`config.mk`:
```
export PLATFORM = sky130hd
export DESIGN_NAME = bb3s_out_flat
export DESIGN_NICKNAME = d
export VERILOG_FILES = /design/src/rtl/core/bb3s_pkg.sv /design/src/rtl/core/bb3s_ifs.sv /design/src/rtl/core/bb3s_out.sv /design/src/flat_wrapper.sv
export SDC_FILE = /design/constraint.sdc
export NUM_CORES = 1
export LEC_CHECK = 0
export BUFFER_PORTS_ARGS = -buffer_cell sky130_fd_sc_hd__buf_2
export CAP_MARGIN = 20
export CORE_MARGIN = 5
export CORE_UTILIZATION = 40
export DETAILED_ROUTE_END_ITERATION = 8
export PLACE_DENSITY_LB_ADDON = 0.3
export RECOVER_POWER = 50
export SYNTH_ARGS = -nofsm -noshare
export SYNTH_HDL_FRONTEND = slang
export SYNTH_SLANG_ARGS = --single-unit
export TNS_END_PERCENT = 1
```
`constraint.sdc`:
```
create_clock -name clk -period 6.4 [get_ports clk]
set_input_delay 1.28 -clock clk [delete_from_list [all_inputs] [get_ports clk]]
set_output_delay 1.28 -clock clk [all_outputs]
set_load 0.02 [all_outputs]
```
`src/rtl/core/bb3s_pkg.sv`:
```
// Shared constants, register codes and stage types for the 3x3 box blur stream unit.
package bb3s_pkg;

    localparam int MAX_WIDTH    = 2048;
    localparam int MAX_HEIGHT   = 4096;
    localparam int COL_W        = $clog2(MAX_WIDTH);
    localparam int ROW_W        = $clog2(MAX_HEIGHT);
    localparam int PIX_W        = 8;
    localparam int WIDTH_CFG_W  = 12;
    localparam int HEIGHT_CFG_W = 13;
    localparam int CFG_DATA_W   = 13;
    localparam int CFG_IDX_W    = 2;
    localparam int WIN_TAPS     = 6;
    localparam int MIN_DIM      = 3;
    localparam int SUM_W        = 12;
    localparam int RECIP_W      = 13;
    localparam int RECIP        = 7282;
    localparam int RECIP_SHIFT  = 16;
    localparam int ROUND_BIAS   = 4;

    localparam logic [WIDTH_CFG_W-1:0]  WIDTH_RESET  = 12'd640;
    localparam logic [HEIGHT_CFG_W-1:0] HEIGHT_RESET = 13'd480;

    typedef enum logic [CFG_IDX_W-1:0] {
        REG_FRAME_WIDTH  = 2'd0,
        REG_FRAME_HEIGHT = 2'd1
    } reg_idx_t;

    typedef struct packed {
        logic [ROW_W-1:0] row;
        logic [COL_W-1:0] col;
        logic             border;
        logic             interior;
    } tag_t;

    typedef struct packed {
        logic [SUM_W-1:0] sum;
        logic [PIX_W-1:0] px;
        tag_t             tag;
    } stage_t;

endpackage

```
`src/rtl/core/bb3s_ifs.sv`:
```


interface bb3s_res_if;
    logic                        valid;
    logic                        ready;
    logic [bb3s_pkg::ROW_W-1:0]  out_row;
    logic [bb3s_pkg::COL_W-1:0]  out_col;
    logic [bb3s_pkg::PIX_W-1:0]  out_value;
    logic                        last_of_run;

    modport source (output valid, output out_row, output out_col, output out_value,
                    output last_of_run, input ready);
    modport sink   (input valid, input out_row, input out_col, input out_value,
                    input last_of_run, output ready);
endinterface


```
`src/rtl/core/bb3s_out.sv`:
```
// Mean stage, result sequencing and output register.
module bb3s_out (
    input  logic                 clk,
    input  logic                 rst_n,
    input  logic                 s_valid,
    output logic                 s_ready,
    input  bb3s_pkg::stage_t     s_data,
    bb3s_res_if.source           res
);

    localparam int PROD_W = bb3s_pkg::SUM_W + bb3s_pkg::RECIP_W;

    logic                        b_valid_reg;
    logic                        phase_reg;
    bb3s_pkg::stage_t            b_reg;
    logic                        out_valid_reg;
    logic [bb3s_pkg::ROW_W-1:0]  out_row_reg;
    logic [bb3s_pkg::COL_W-1:0]  out_col_reg;
    logic [bb3s_pkg::PIX_W-1:0]  out_value_reg;
    logic                        out_last_reg;
    logic [bb3s_pkg::SUM_W-1:0]  biased;
    logic [PROD_W-1:0]           prod;
    logic [bb3s_pkg::PIX_W-1:0]  mean;
    logic                        emit_border;
    logic                        has_result;
    logic                        cur_last;
    logic                        out_free;
    logic                        b_fire;
    logic                        b_done;

    assign biased = b_reg.sum + bb3s_pkg::SUM_W'(bb3s_pkg::ROUND_BIAS);
    assign prod   = PROD_W'(biased) * PROD_W'(bb3s_pkg::RECIP);
    assign mean   = prod[bb3s_pkg::RECIP_SHIFT +: bb3s_pkg::PIX_W];

    assign emit_border = b_reg.tag.border && !phase_reg;
    assign has_result  = emit_border || b_reg.tag.interior;
    assign cur_last    = !(emit_border && b_reg.tag.interior);
    assign out_free    = !out_valid_reg || res.ready;
    assign b_fire      = b_valid_reg && has_result && out_free;
    assign b_done      = b_valid_reg && (!has_result || (out_free && cur_last));
    assign s_ready     = !b_valid_reg || b_done;

    always_ff @(posedge clk or negedge rst_n)
    begin
        if (!rst_n)
        begin
            b_valid_reg   <= 1'b0;
            phase_reg     <= 1'b0;
            out_valid_reg <= 1'b0;
        end
        else
        begin
            if (s_ready)
            begin
                b_valid_reg <= s_valid;
                phase_reg   <= 1'b0;
            end
            else if (b_fire)
            begin
                phase_reg <= 1'b1;
            end
            if (b_fire)
            begin
                out_valid_reg <= 1'b1;
            end
            else if (res.ready)
            begin
                out_valid_reg <= 1'b0;
            end
        end
    end

    always_ff @(posedge clk)
    begin
        if (s_ready && s_valid)
        begin
            b_reg <= s_data;
        end
        if (b_fire)
        begin
            out_last_reg <= cur_last;
            if (emit_border)
            begin
                out_row_reg   <= b_reg.tag.row;
                out_col_reg   <= b_reg.tag.col;
                out_value_reg <= b_reg.px;
            end
            else
            begin
                out_row_reg   <= b_reg.tag.row - bb3s_pkg::ROW_W'(1);
                out_col_reg   <= b_reg.tag.col - bb3s_pkg::COL_W'(1);
                out_value_reg <= mean;
            end
        end
    end

    assign res.valid       = out_valid_reg;
    assign res.out_row     = out_row_reg;
    assign res.out_col     = out_col_reg;
    assign res.out_value   = out_value_reg;
    assign res.last_of_run = out_last_reg;

`ifndef ASSERT_OFF
    a_phase_pair: assert property (@(posedge clk) disable iff (!rst_n)
        phase_reg |-> b_valid_reg && b_reg.tag.border && b_reg.tag.interior)
        else $error("second result pending for an item with one result");

    a_first_then_second: assert property (@(posedge clk) disable iff (!rst_n)
        b_fire && !cur_last |=> b_valid_reg && phase_reg)
        else $error("item left before its second result");
`endif

endmodule

```
`src/flat_wrapper.sv`:
```
// flat-port wrapper written by rule: the top's interface ports become plain ports
module bb3s_out_flat 
  (clk, rst_n, s_valid, s_ready, s_data, res_valid, res_out_row, res_out_col, res_out_value, res_last_of_run, res_ready);
  bb3s_res_if res_i ();
  input  logic clk;
  input  logic rst_n;
  input  logic s_valid;
  output logic s_ready;
  input  bb3s_pkg::stage_t s_data;
  output wire logic [$bits(res_i.valid)-1:0] res_valid;
  output wire logic [$bits(res_i.out_row)-1:0] res_out_row;
  output wire logic [$bits(res_i.out_col)-1:0] res_out_col;
  output wire logic [$bits(res_i.out_value)-1:0] res_out_value;
  output wire logic [$bits(res_i.last_of_run)-1:0] res_last_of_run;
  input wire logic [$bits(res_i.ready)-1:0] res_ready;
  assign res_valid = res_i.valid;
  assign res_out_row = res_i.out_row;
  assign res_out_col = res_i.out_col;
  assign res_out_value = res_i.out_value;
  assign res_last_of_run = res_i.last_of_run;
  assign res_i.ready = res_ready;
  bb3s_out u_core (.clk(clk), .rst_n(rst_n), .s_valid(s_valid), .s_ready(s_ready), .s_data(s_data), .res(res_i));
endmodule
```
==> metrics.txt, run 1 <==
post-route cell area=0.00617 mm2; crit path launch type=flip-flop; Post-CTS Resized=0; post-CTS setup buffers=0; top cells by area, synth=edfxtp_1 44%, ha_1 17%, fa_1 7.6%, inv_1 4.0%, xnor2_1 3.8%; Worst Path Buf+Inv=4; GR Overflow Total=0; commonest non-fill, non-tap cell in the layout=edfxtp_1; Slew Viols, Final=0; hold_buf cts=0; Worst Hold Class=reg -> reg; DRT Wirelength=10300 um; IO buf count=82; endpoints failing hold=0; peak supply drop=0.271 mV; CP top delay family=adder cells; num rows=42; vias in the first global route=3491; CTS Root Cell=clkbuf_16; sequential share of the synthesized area=45.1%; antenna violations before repair=0; Syn Area/Cell=11.9 um2; FF+latch count, synth=80; synthesized instance count=444; n_diodes=0; worst-case reg-to-reg path depth=21; gr usage total=13.2%; Final Cycle Share=88.9%; Tmin final=5.69 ns; slowest CP cell=fa_1; hold endpoint=u_core.phase_reg$_DFFE_PN0P_; wire per inst=14.4 um; DIE WIDTH=125 um; reg-to-reg slack, setup=0.71 ns; vias per cell=4.89; total number of vias=3494; status=completed; Worst Tran Pin Value=1.05 ns; Hold Path Depth=2; Peak Freq=176 MHz; max cap viols=0; Finished Core Util=47.2%; HP Start=u_core.phase_reg$_DFFE_PN0P_; unrepaired setup endpoints after global routing=no; Yosys warnings=0; Flop pwr share=21.6%; Clk pwr share=14.5%; die area=0.0156 mm2; CP endpoint kind=flip-flop; Final #Nets=675; IO Pins=83; clock skew=0.0110 ns; DRC Markers=0; Num Clock Sinks=80; Area after DPL=0.00592 mm2; Post-Syn Area=0.00529 mm2; WP data arrival=5.76 ns; Synth cell types=50; Post-synth EDFFs=77; drt pass-1 iters=4; P_leak=2.73 nW; CTS clk-pin slew, worst paths=0.06 ns; reg-to-reg endpoint=u_core.res.out_value[7]$_DFFE_PP_; fraction of layout cells with a size suffix above 1=14.7%; synth-to-layout area growth=16.6%; H-tree Lvls=3; Core ar.=0.0131 mm2; total CTS buffers=9; CTS tree=built; sw power=1.55 mW; first-pass GRT wire length=16700 um; critical-path cell list=ha_1 > nand3_1 > nor2_1 > xor2_1 > xnor2_1 > ha_1 > ha_1 > inv_1 > fa_1 > inv_1 > fa_1 > inv_1 > fa_1 > inv_1 > ha_1 > a211oi_1 > o211ai_1 > a41oi_1 > o211ai_2 > o211ai_1 > a311oi_1; P_int=1.82 mW; RR Startpoint=u_core.b_reg[35]$_DFFE_PP_; Slowest Stage Delay on Critical Path=0.53 ns; Initial DRC Count=130; Comb pwr share=63.9%; max FFs per register=45; area leader, netlist=edfxtp_1; relative slew slack=30.3%; most frequent cells in the layout=77 x edfxtp_1, 73 x ha_1, 56 x inv_1, 55 x buf_2, 28 x clkbuf_1; clock buffer depth=2; DP Wirelength=8390 um; Post-Syn Nets=586; RD Place Congestion=0.886; Die Span Y=125 um; largest net degree at the start of global routing=46; Post-synth ARST share=3.75%; clock insertion delay at the later pin of the skew report=0.34 ns; Worst Path Max Fanout=5; number of routed nets with antenna violations=0; Synth top area share=43.7%; pwr/cell area=545 mW/mm2; WP data required=6.47 ns; Primary FF master, synth=edfxtp_1; Setup TNS Final=0 ns; Starting Density=40.4%; Switching Fraction=46.0%; crit path kind=reg -> reg; Final setup viols=0
==> cells in the mapped netlist (3+ instances only) <==
cell type / instances
or3_1: 4
xnor2_1: 23
ha_1: 73
inv_1: 56
a21o_1: 9
a21oi_1: 15
nand2_1: 25
nor4_1: 5
nor3_1: 9
o21ai_0: 12
nand2b_1: 6
dfrtp_1: 3
edfxtp_1: 77
nand4_1: 4
nand3_1: 13
fa_1: 20
nor2_1: 24
xor2_1: 21
clkbuf_1: 4
==> cells by family (layout without fill, tap and decap cells) <==
family	after synthesis	count (layout)	synth area share, %
xor gates and xnor gates	46	46	7.90
DFF	80	80	45.1
AOI/OAI and AO/OA	60	60	7.99
and+or+nand+nor	102	102	9.48
adders and majority gates	94	94	25.0
muxes	1	1	0.189
buffers and inverters	61	155	4.33
==> area by class of cell <==
| type | count | area (um2) |
|---|---|---|
| Clock buffer | 9 | 225 |
| Clock inverter | 7 | 62.6 |
| Fill cell | 1196 | 6910 |
| Inverter | 56 | 210 |
| Multi-Input combinational cell | 303 | 2690 |
| Sequential cell | 80 | 2390 |
| Tap cell | 176 | 220 |
| Timing Repair Buffer | 83 | 380 |
==> per-layer routing <==
| layer | track usage [%] | wire, um | vias to the layer above |
|---|---|---|---|
| li1 | - | - | 1758 |
| met1 | 16.9 | 4530 | 1647 |
| met2 | 22.7 | 5150 | 82 |
| met3 | 2.81 | 474 | 7 |
| met4 | 4.02 | 114 | 0 |
| met5 | 0 | 0 | - |
==> stage by stage <==
step / instances / setup slack, ns / hold slack (ns) / power (mW)
final: 714 / 0.708 / 0.536 / 3.36
after global routing: 714 / 0.386 / 0.564 / 3.68
after CTS: 714 / 0.692 / 0.532 / 3.39
after detailed placement: 698 / 0.726 / 0.519 / 2.88
after global placement: 698 / 0.900 / 0.500 / 2.84
after floorplan: 444 / 1.17 / 0.480 / 2.37
==> power by group through the flow <==
stage          Combinational (mW)  Clock, mW  Sequential [mW]
2_1_floorplan                1.59          0            0.787
6_report                     2.15      0.488            0.726
4_1_cts                      2.16      0.498            0.728
3_3_place_gp                 2.10          0            0.738
5_1_grt                      2.43      0.521            0.735
3_5_place_dp                 2.14          0            0.737
==> worst reg2reg max path, cell delays in order, from the launching register on <==
cell,delay [ns]
edfxtp_1,0.44
ha_1,0.22
nand3_1,0.18
nor2_1,0.23
xor2_1,0.44
xnor2_1,0.14
ha_1,0.29
ha_1,0.30
inv_1,0.06
fa_1,0.52
inv_1,0.05
fa_1,0.49
inv_1,0.05
fa_1,0.53
inv_1,0.04
ha_1,0.23
a211oi_1,0.29
o211ai_1,0.14
a41oi_1,0.27
o211ai_2,0.20
o211ai_1,0.25
a311oi_1,0.07
==> worst max path at each step <==
stage                               start                                 to  cells after the start
2_1_floorplan  u_core.b_reg[35]$_DFFE_PP_  u_core.res.out_value[0]$_DFFE_PP_                     21
3_3_place_gp   u_core.b_reg[35]$_DFFE_PP_  u_core.res.out_value[0]$_DFFE_PP_                     21
3_5_place_dp   u_core.b_reg[35]$_DFFE_PP_  u_core.res.out_value[7]$_DFFE_PP_                     21
4_1_cts        u_core.b_reg[35]$_DFFE_PP_  u_core.res.out_value[7]$_DFFE_PP_                     21
5_1_grt        u_core.b_reg[35]$_DFFE_PP_  u_core.res.out_value[7]$_DFFE_PP_                     21
6_report       u_core.b_reg[35]$_DFFE_PP_  u_core.res.out_value[7]$_DFFE_PP_                     21
(Power assumes the default switching activity.)
==> run 2, diff against run 1 <==
BUFFER_PORTS_ARGS = unset   (was -buffer_cell sky130_fd_sc_hd__buf_2)
DONT_BUFFER_PORTS = 1   (was unset)
==> metrics.txt, run 2 (synthesis gave the netlist of run 1 again) <==
post-CTS setup buffers=0 (unchanged); first-pass GRT wire length=16200 um (-2.7%); vias in the first global route=3268 (-6.4%); wire per inst=16.0 um (+11%); slowest CP cell=fa_1; synth-to-layout area growth=10.4%; Setup TNS Final=0 ns (unchanged); Num Clock Sinks=80 (unchanged); CP endpoint kind=flip-flop; total CTS buffers=9 (unchanged); IO Pins=83 (unchanged); P_int=1.87 mW (+2.8%); max cap viols=0 (unchanged); Peak Freq=180 MHz (+2.2%); peak supply drop=0.278 mV (+2.7%); Comb pwr share=60.3% (-3.6 points); endpoints failing hold=0 (unchanged); number of routed nets with antenna violations=0 (unchanged); unrepaired setup endpoints after global routing=no; Worst Hold Class=reg -> reg; Critical Path Source=u_core.b_reg[35]$_DFFE_PP_; num rows=42 (unchanged); Slowest Stage Delay on Critical Path=0.53 ns (about the same); DP Wirelength=8210 um (-2.1%); antenna violations before repair=0 (unchanged); clock skew=0.0101 ns (-0.000897 ns); status=completed; CTS tree=built; CP top delay family=adder cells; Die Span Y=125 um (unchanged); pwr/cell area=577 mW/mm2 (+5.8%); reg-to-reg slack, setup=0.83 ns (+0.12 ns); critical-path cell list=ha_1 > nand3_1 > nor2_1 > xor2_1 > xnor2_1 > ha_1 > ha_1 > inv_1 > fa_1 > inv_1 > fa_1 > inv_1 > fa_1 > inv_1 > ha_1 > a21oi_1 > o21ai_1 > or3_1 > o21ai_1 > xor2_1 > a21oi_1; drt pass-1 iters=4 (unchanged); Slew Viols, Final=0 (unchanged); multi-input logic area=0.00269 mm2 (unchanged); total number of vias=3227 (-7.6%); WP data arrival=5.63 ns (-0.13 ns); Final Cycle Share=87.0% (-1.9 points); Starting Density=40.4% (unchanged); CTS Root Cell=clkbuf_16; GR Overflow Total=0 (unchanged); clock insertion delay at the later pin of the skew report=0.34 ns (about the same); HP Start=u_core.phase_reg$_DFFE_PN0P_; FILL cells=1176 (-1.7%); Core ar.=0.0131 mm2 (unchanged); n_diodes=0 (unchanged); IO buf count=0 (-100%); crit path launch type=flip-flop; commonest non-fill, non-tap cell in the layout=edfxtp_1; DRT Wirelength=10100 um (-1.5%); Finished Core Util=44.7% (-2.5 points); Flop pwr share=23.5% (+1.9 points); Clk pwr share=16.2% (+1.7 points); CTS clk-pin slew, worst paths=0.06 ns (about the same); DIE WIDTH=125 um (unchanged); Switching Fraction=44.6% (-1.4 points); Worst Path Buf+Inv=4 (unchanged); RD Place Congestion=0.869 (-1.9%); clock buffer depth=2 (unchanged); Worst Tran Pin Value=0.895 ns (-0.151 ns); most frequent cells in the layout=77 x edfxtp_1, 73 x ha_1, 56 x inv_1, 25 x nand2_1; RR Startpoint=u_core.b_reg[35]$_DFFE_PP_; Post-CTS Resized=0 (unchanged); crit path kind=reg -> reg; DRC Markers=0 (unchanged); Final #Nets=594 (-12%); vias per cell=5.10 (+4.2%); largest net degree at the start of global routing=46 (unchanged); WP data required=6.45 ns (-0.02 ns); Final setup viols=0 (unchanged); die area=0.0156 mm2 (unchanged); H-tree Lvls=3 (unchanged); Setup WS pre-CTS=0.794 ns (+0.0682 ns); placed cell count=616 (-12%); Tmin final=5.57 ns (-0.122 ns); P_leak=2.50 nW (-8.4%); final std cells w/o fill=633 (-11%); fraction of layout cells with a size suffix above 1=5.25% (-9.4 points); Worst Path Max Fanout=5 (unchanged); gr usage total=13.1% (-0.14 points); relative slew slack=40.3% (+10 points); Initial DRC Count=123 (-5.4%); sw power=1.50 mW (-2.7%); PnR worst setup slack=0.829 ns (+0.122 ns); max FFs per register=45 (unchanged); hold_buf cts=0 (unchanged); Storage cell area=0.00239 mm2 (unchanged)
[run 2: cell types whose count changed in the layout (fill, tap and decap cells not counted), sizes merged]
cell,before,now
bufinv,0,2
inv,60,58
clkinv,3,1
clkinvlp,0,1
clkbuf,37,11
buf,55,1
[run 2: path summary, 6_finish.rpt]
kind	endpoint	cells after the start
setup / recovery	u_core.res.out_value[0]$_DFFE_PP_	21
hold / removal	u_core.phase_reg$_DFFE_PN0P_	2
setup reg to reg	u_core.res.out_value[0]$_DFFE_PP_	21
hold reg to reg	u_core.phase_reg$_DFFE_PN0P_	2
max in group asynchronous	u_core.phase_reg$_DFFE_PN0P_	0
min in group asynchronous	u_core.b_valid_reg$_DFFE_PN0N_	0
[run 2: per-stage QoR]
| step | total power [mW] | hold slack, ns | area, um2 |
|---|---|---|---|
| 6_report | 3.37 | 0.526 | 5850 |
| 5_1_grt | 3.71 | 0.571 | 5850 |
| 4_1_cts | 3.40 | 0.529 | 5830 |
| 3_5_place_dp | 2.82 | 0.516 | 5510 |
| 3_3_place_gp | 2.80 | 0.502 | 5510 |
| 2_1_floorplan | 2.37 | 0.480 | 5290 |
[run 2: power groups by stage]
stage / Sequential (mW) / Clock [mW] / Combinational (mW)
6_report: 0.792 / 0.546 / 2.03
5_1_grt: 0.802 / 0.587 / 2.32
4_1_cts: 0.798 / 0.557 / 2.04
3_5_place_dp: 0.808 / 0 / 2.02
3_3_place_gp: 0.807 / 0 / 1.99
2_1_floorplan: 0.787 / 0 / 1.59
[run 2: cell type report]
type	count	share of cell area (%)
Multi-Input combinational cell	303	45.9
Sequential cell	80	40.8
Timing Repair Buffer	2	0.407
Tap cell	176	3.77
Clock inverter	6	1.54
Clock buffer	10	3.92
Inverter	56	3.60
[run 2: metal layers]
layer	wire [um]	track usage, %	vias up
li1	-	-	1599
met5	0	0	-
met3	642	4.43	10
met4	143	4.02	0
met2	5040	21.6	70
met1	4290	16.4	1548
[run 2: worst min-delay path, stage by stage (launching register included)]
cell and delay (ns):
dfrtp_1 0.36, nor2_1 0.05, nor2_1 0.08
==> run 3, diff against run 2 <==
CORE_MARGIN = 2   (was 5)
==> metrics.txt, run 3 (synthesis gave the netlist of run 1 again) <==
DRT Wirelength=9750 um (-3.6%); drt pass-1 iters=4 (unchanged); num rows=42 (unchanged); H-tree Lvls=3 (unchanged); CTS clk-pin slew, worst paths=0.06 ns (about the same); slowest CP cell=fa_1; Starting Density=40.4% (unchanged); DP Wirelength=7890 um (-3.9%); WP data arrival=5.75 ns (+0.12 ns); critical-path cell list=ha_1 > nand3_1 > nor2_1 > xor2_1 > xnor2_1 > ha_1 > ha_1 > inv_1 > fa_1 > inv_1 > fa_1 > inv_1 > fa_1 > inv_1 > ha_1 > a211oi_1 > o211ai_1 > a41oi_1 > o211ai_2 > xnor2_1 > a21oi_1; Core ar.=0.0131 mm2 (unchanged); largest net degree at the start of global routing=46 (unchanged); Final #Nets=593 (-0.17%); RD Place Congestion=0.896 (+3.0%); RR Startpoint=u_core.b_reg[35]$_DFFE_PP_; total CTS buffers=9 (unchanged); DIE WIDTH=119 um (-4.8%); Worst Hold Class=reg -> reg; hold_buf cts=0 (unchanged); Final setup viols=0 (unchanged); reg-to-reg slack, setup=0.70 ns (-0.13 ns); antenna violations before repair=0 (unchanged); most frequent cells in the layout=77 x edfxtp_1, 73 x ha_1, 56 x inv_1, 25 x nand2_1; Finished Core Util=44.7% (about the same); CTS tree=built; DRC Markers=0 (unchanged); total power=3.42 mW (+1.4%); max cap viols=0 (unchanged); post-CTS setup buffers=0 (unchanged); vias in the first global route=3225 (-1.3%); IO buf count=0 (unchanged); relative slew slack=30.7% (-9.6 points); crit path kind=reg -> reg; commonest non-fill, non-tap cell in the layout=edfxtp_1; Final Cycle Share=89.0% (+2.0 points); Worst Tran Pin Value=1.04 ns (+0.145 ns); clock insertion delay at the later pin of the skew report=0.34 ns (about the same); crit path launch type=flip-flop; n_diodes=0 (unchanged); WP data required=6.45 ns (about the same); die area=0.0142 mm2 (-9.4%); Hold Path Depth=1 (-1); unrepaired setup endpoints after global routing=no; reg-to-reg endpoint=u_core.res.out_value[3]$_DFFE_PP_; CP endpoint kind=flip-flop; CTS Root Cell=clkbuf_16; first-pass GRT wire length=16000 um (-1.3%); P_leak=2.50 nW (about the same); vias per cell=5.17 (+1.3%); Peak Freq=175 MHz (-2.3%); Tmin final=5.70 ns (+0.128 ns); Slowest Stage Delay on Critical Path=0.52 ns (about the same); Die Span Y=119 um (-4.8%); HP Start=u_core.b_reg[30]$_DFFE_PP_; number of routed nets with antenna violations=0 (unchanged); peak supply drop=0.262 mV (-5.8%); Initial DRC Count=119 (-3.3%); endpoints failing hold=0 (unchanged); Post-CTS Resized=0 (unchanged); pwr/cell area=584 mW/mm2 (+1.3%); fraction of layout cells with a size suffix above 1=5.04% (-0.21 points); synth-to-layout area growth=10.5% (about the same); IO Pins=83 (unchanged); wire per inst=15.4 um (-3.5%); GR Overflow Total=0 (unchanged); clock buffer depth=2 (unchanged); Num Clock Sinks=80 (unchanged); Setup TNS Final=0 ns (unchanged); gr usage total=14.6% (+1.5 points); clock skew=0.00579 ns (-0.00434 ns); FILL cells=1172 (-0.34%); max FFs per register=45 (unchanged); total number of vias=3265 (+1.2%); Worst Path Max Fanout=5 (unchanged); Worst Path Buf+Inv=4 (unchanged); worst-case reg-to-reg path depth=21 (unchanged); status=completed; hold endpoint=u_core.res.out_value[5]$_DFFE_PP_; CP top delay family=adder cells; Slew Viols, Final=0 (unchanged)
[run 3: where the power goes]
part | leakage, nW | internal [mW] | switching, mW
registers | 0.769 | 0.696 | 0.0961
clock network | 0.164 | 0.384 | 0.200
logic | 1.57 | 0.821 | 1.22
[run 3: cell type report]
cell class                 instances  area [um2]  share of cell area [%]
timing repair buffer               1        3.75                  0.0642
inverter                          56         210                    3.59
clock inverter                     6         115                    1.97
sequential                        80        2390                    40.8
tap                              176         220                    3.76
clock buffer                      10         229                    3.91
multi-input combinational        303        2690                    45.9
[run 3: through the flow]
step	area, um2	cells	hold WS [ns]	setup slack, ns
2_1_floorplan	5290	444	0.480	1.17
4_1_cts	5850	632	0.558	0.694
6_report	5850	632	0.553	0.701
3_3_place_gp	5510	616	0.501	0.836
5_1_grt	5850	632	0.565	0.252
3_5_place_dp	5510	616	0.544	0.734
[run 3: how the worst max path moves through the flow]
stage,startpoint,cells past startpoint,endpoint
floorplan,u_core.b_reg[35]$_DFFE_PP_,21,u_core.res.out_value[0]$_DFFE_PP_
global placement,u_core.b_reg[35]$_DFFE_PP_,20,u_core.res.out_value[4]$_DFFE_PP_
detailed placement,u_core.b_reg[35]$_DFFE_PP_,21,u_core.res.out_value[3]$_DFFE_PP_
CTS,u_core.b_reg[35]$_DFFE_PP_,21,u_core.res.out_value[3]$_DFFE_PP_
global route,u_core.b_reg[35]$_DFFE_PP_,21,u_core.res.out_value[3]$_DFFE_PP_
finish,u_core.b_reg[35]$_DFFE_PP_,21,u_core.res.out_value[3]$_DFFE_PP_
[run 3: routing by layer]
layer / GRT usage (%) / vias to the layer above / share of wire [%]
li1: - / 1599 / -
met5: 0 / - / 0
met1: 18.0 / 1594 / 43
met2: 24.4 / 62 / 50
met4: 5.51 / 0 / 1.6
met3: 4.02 / 10 / 5.2
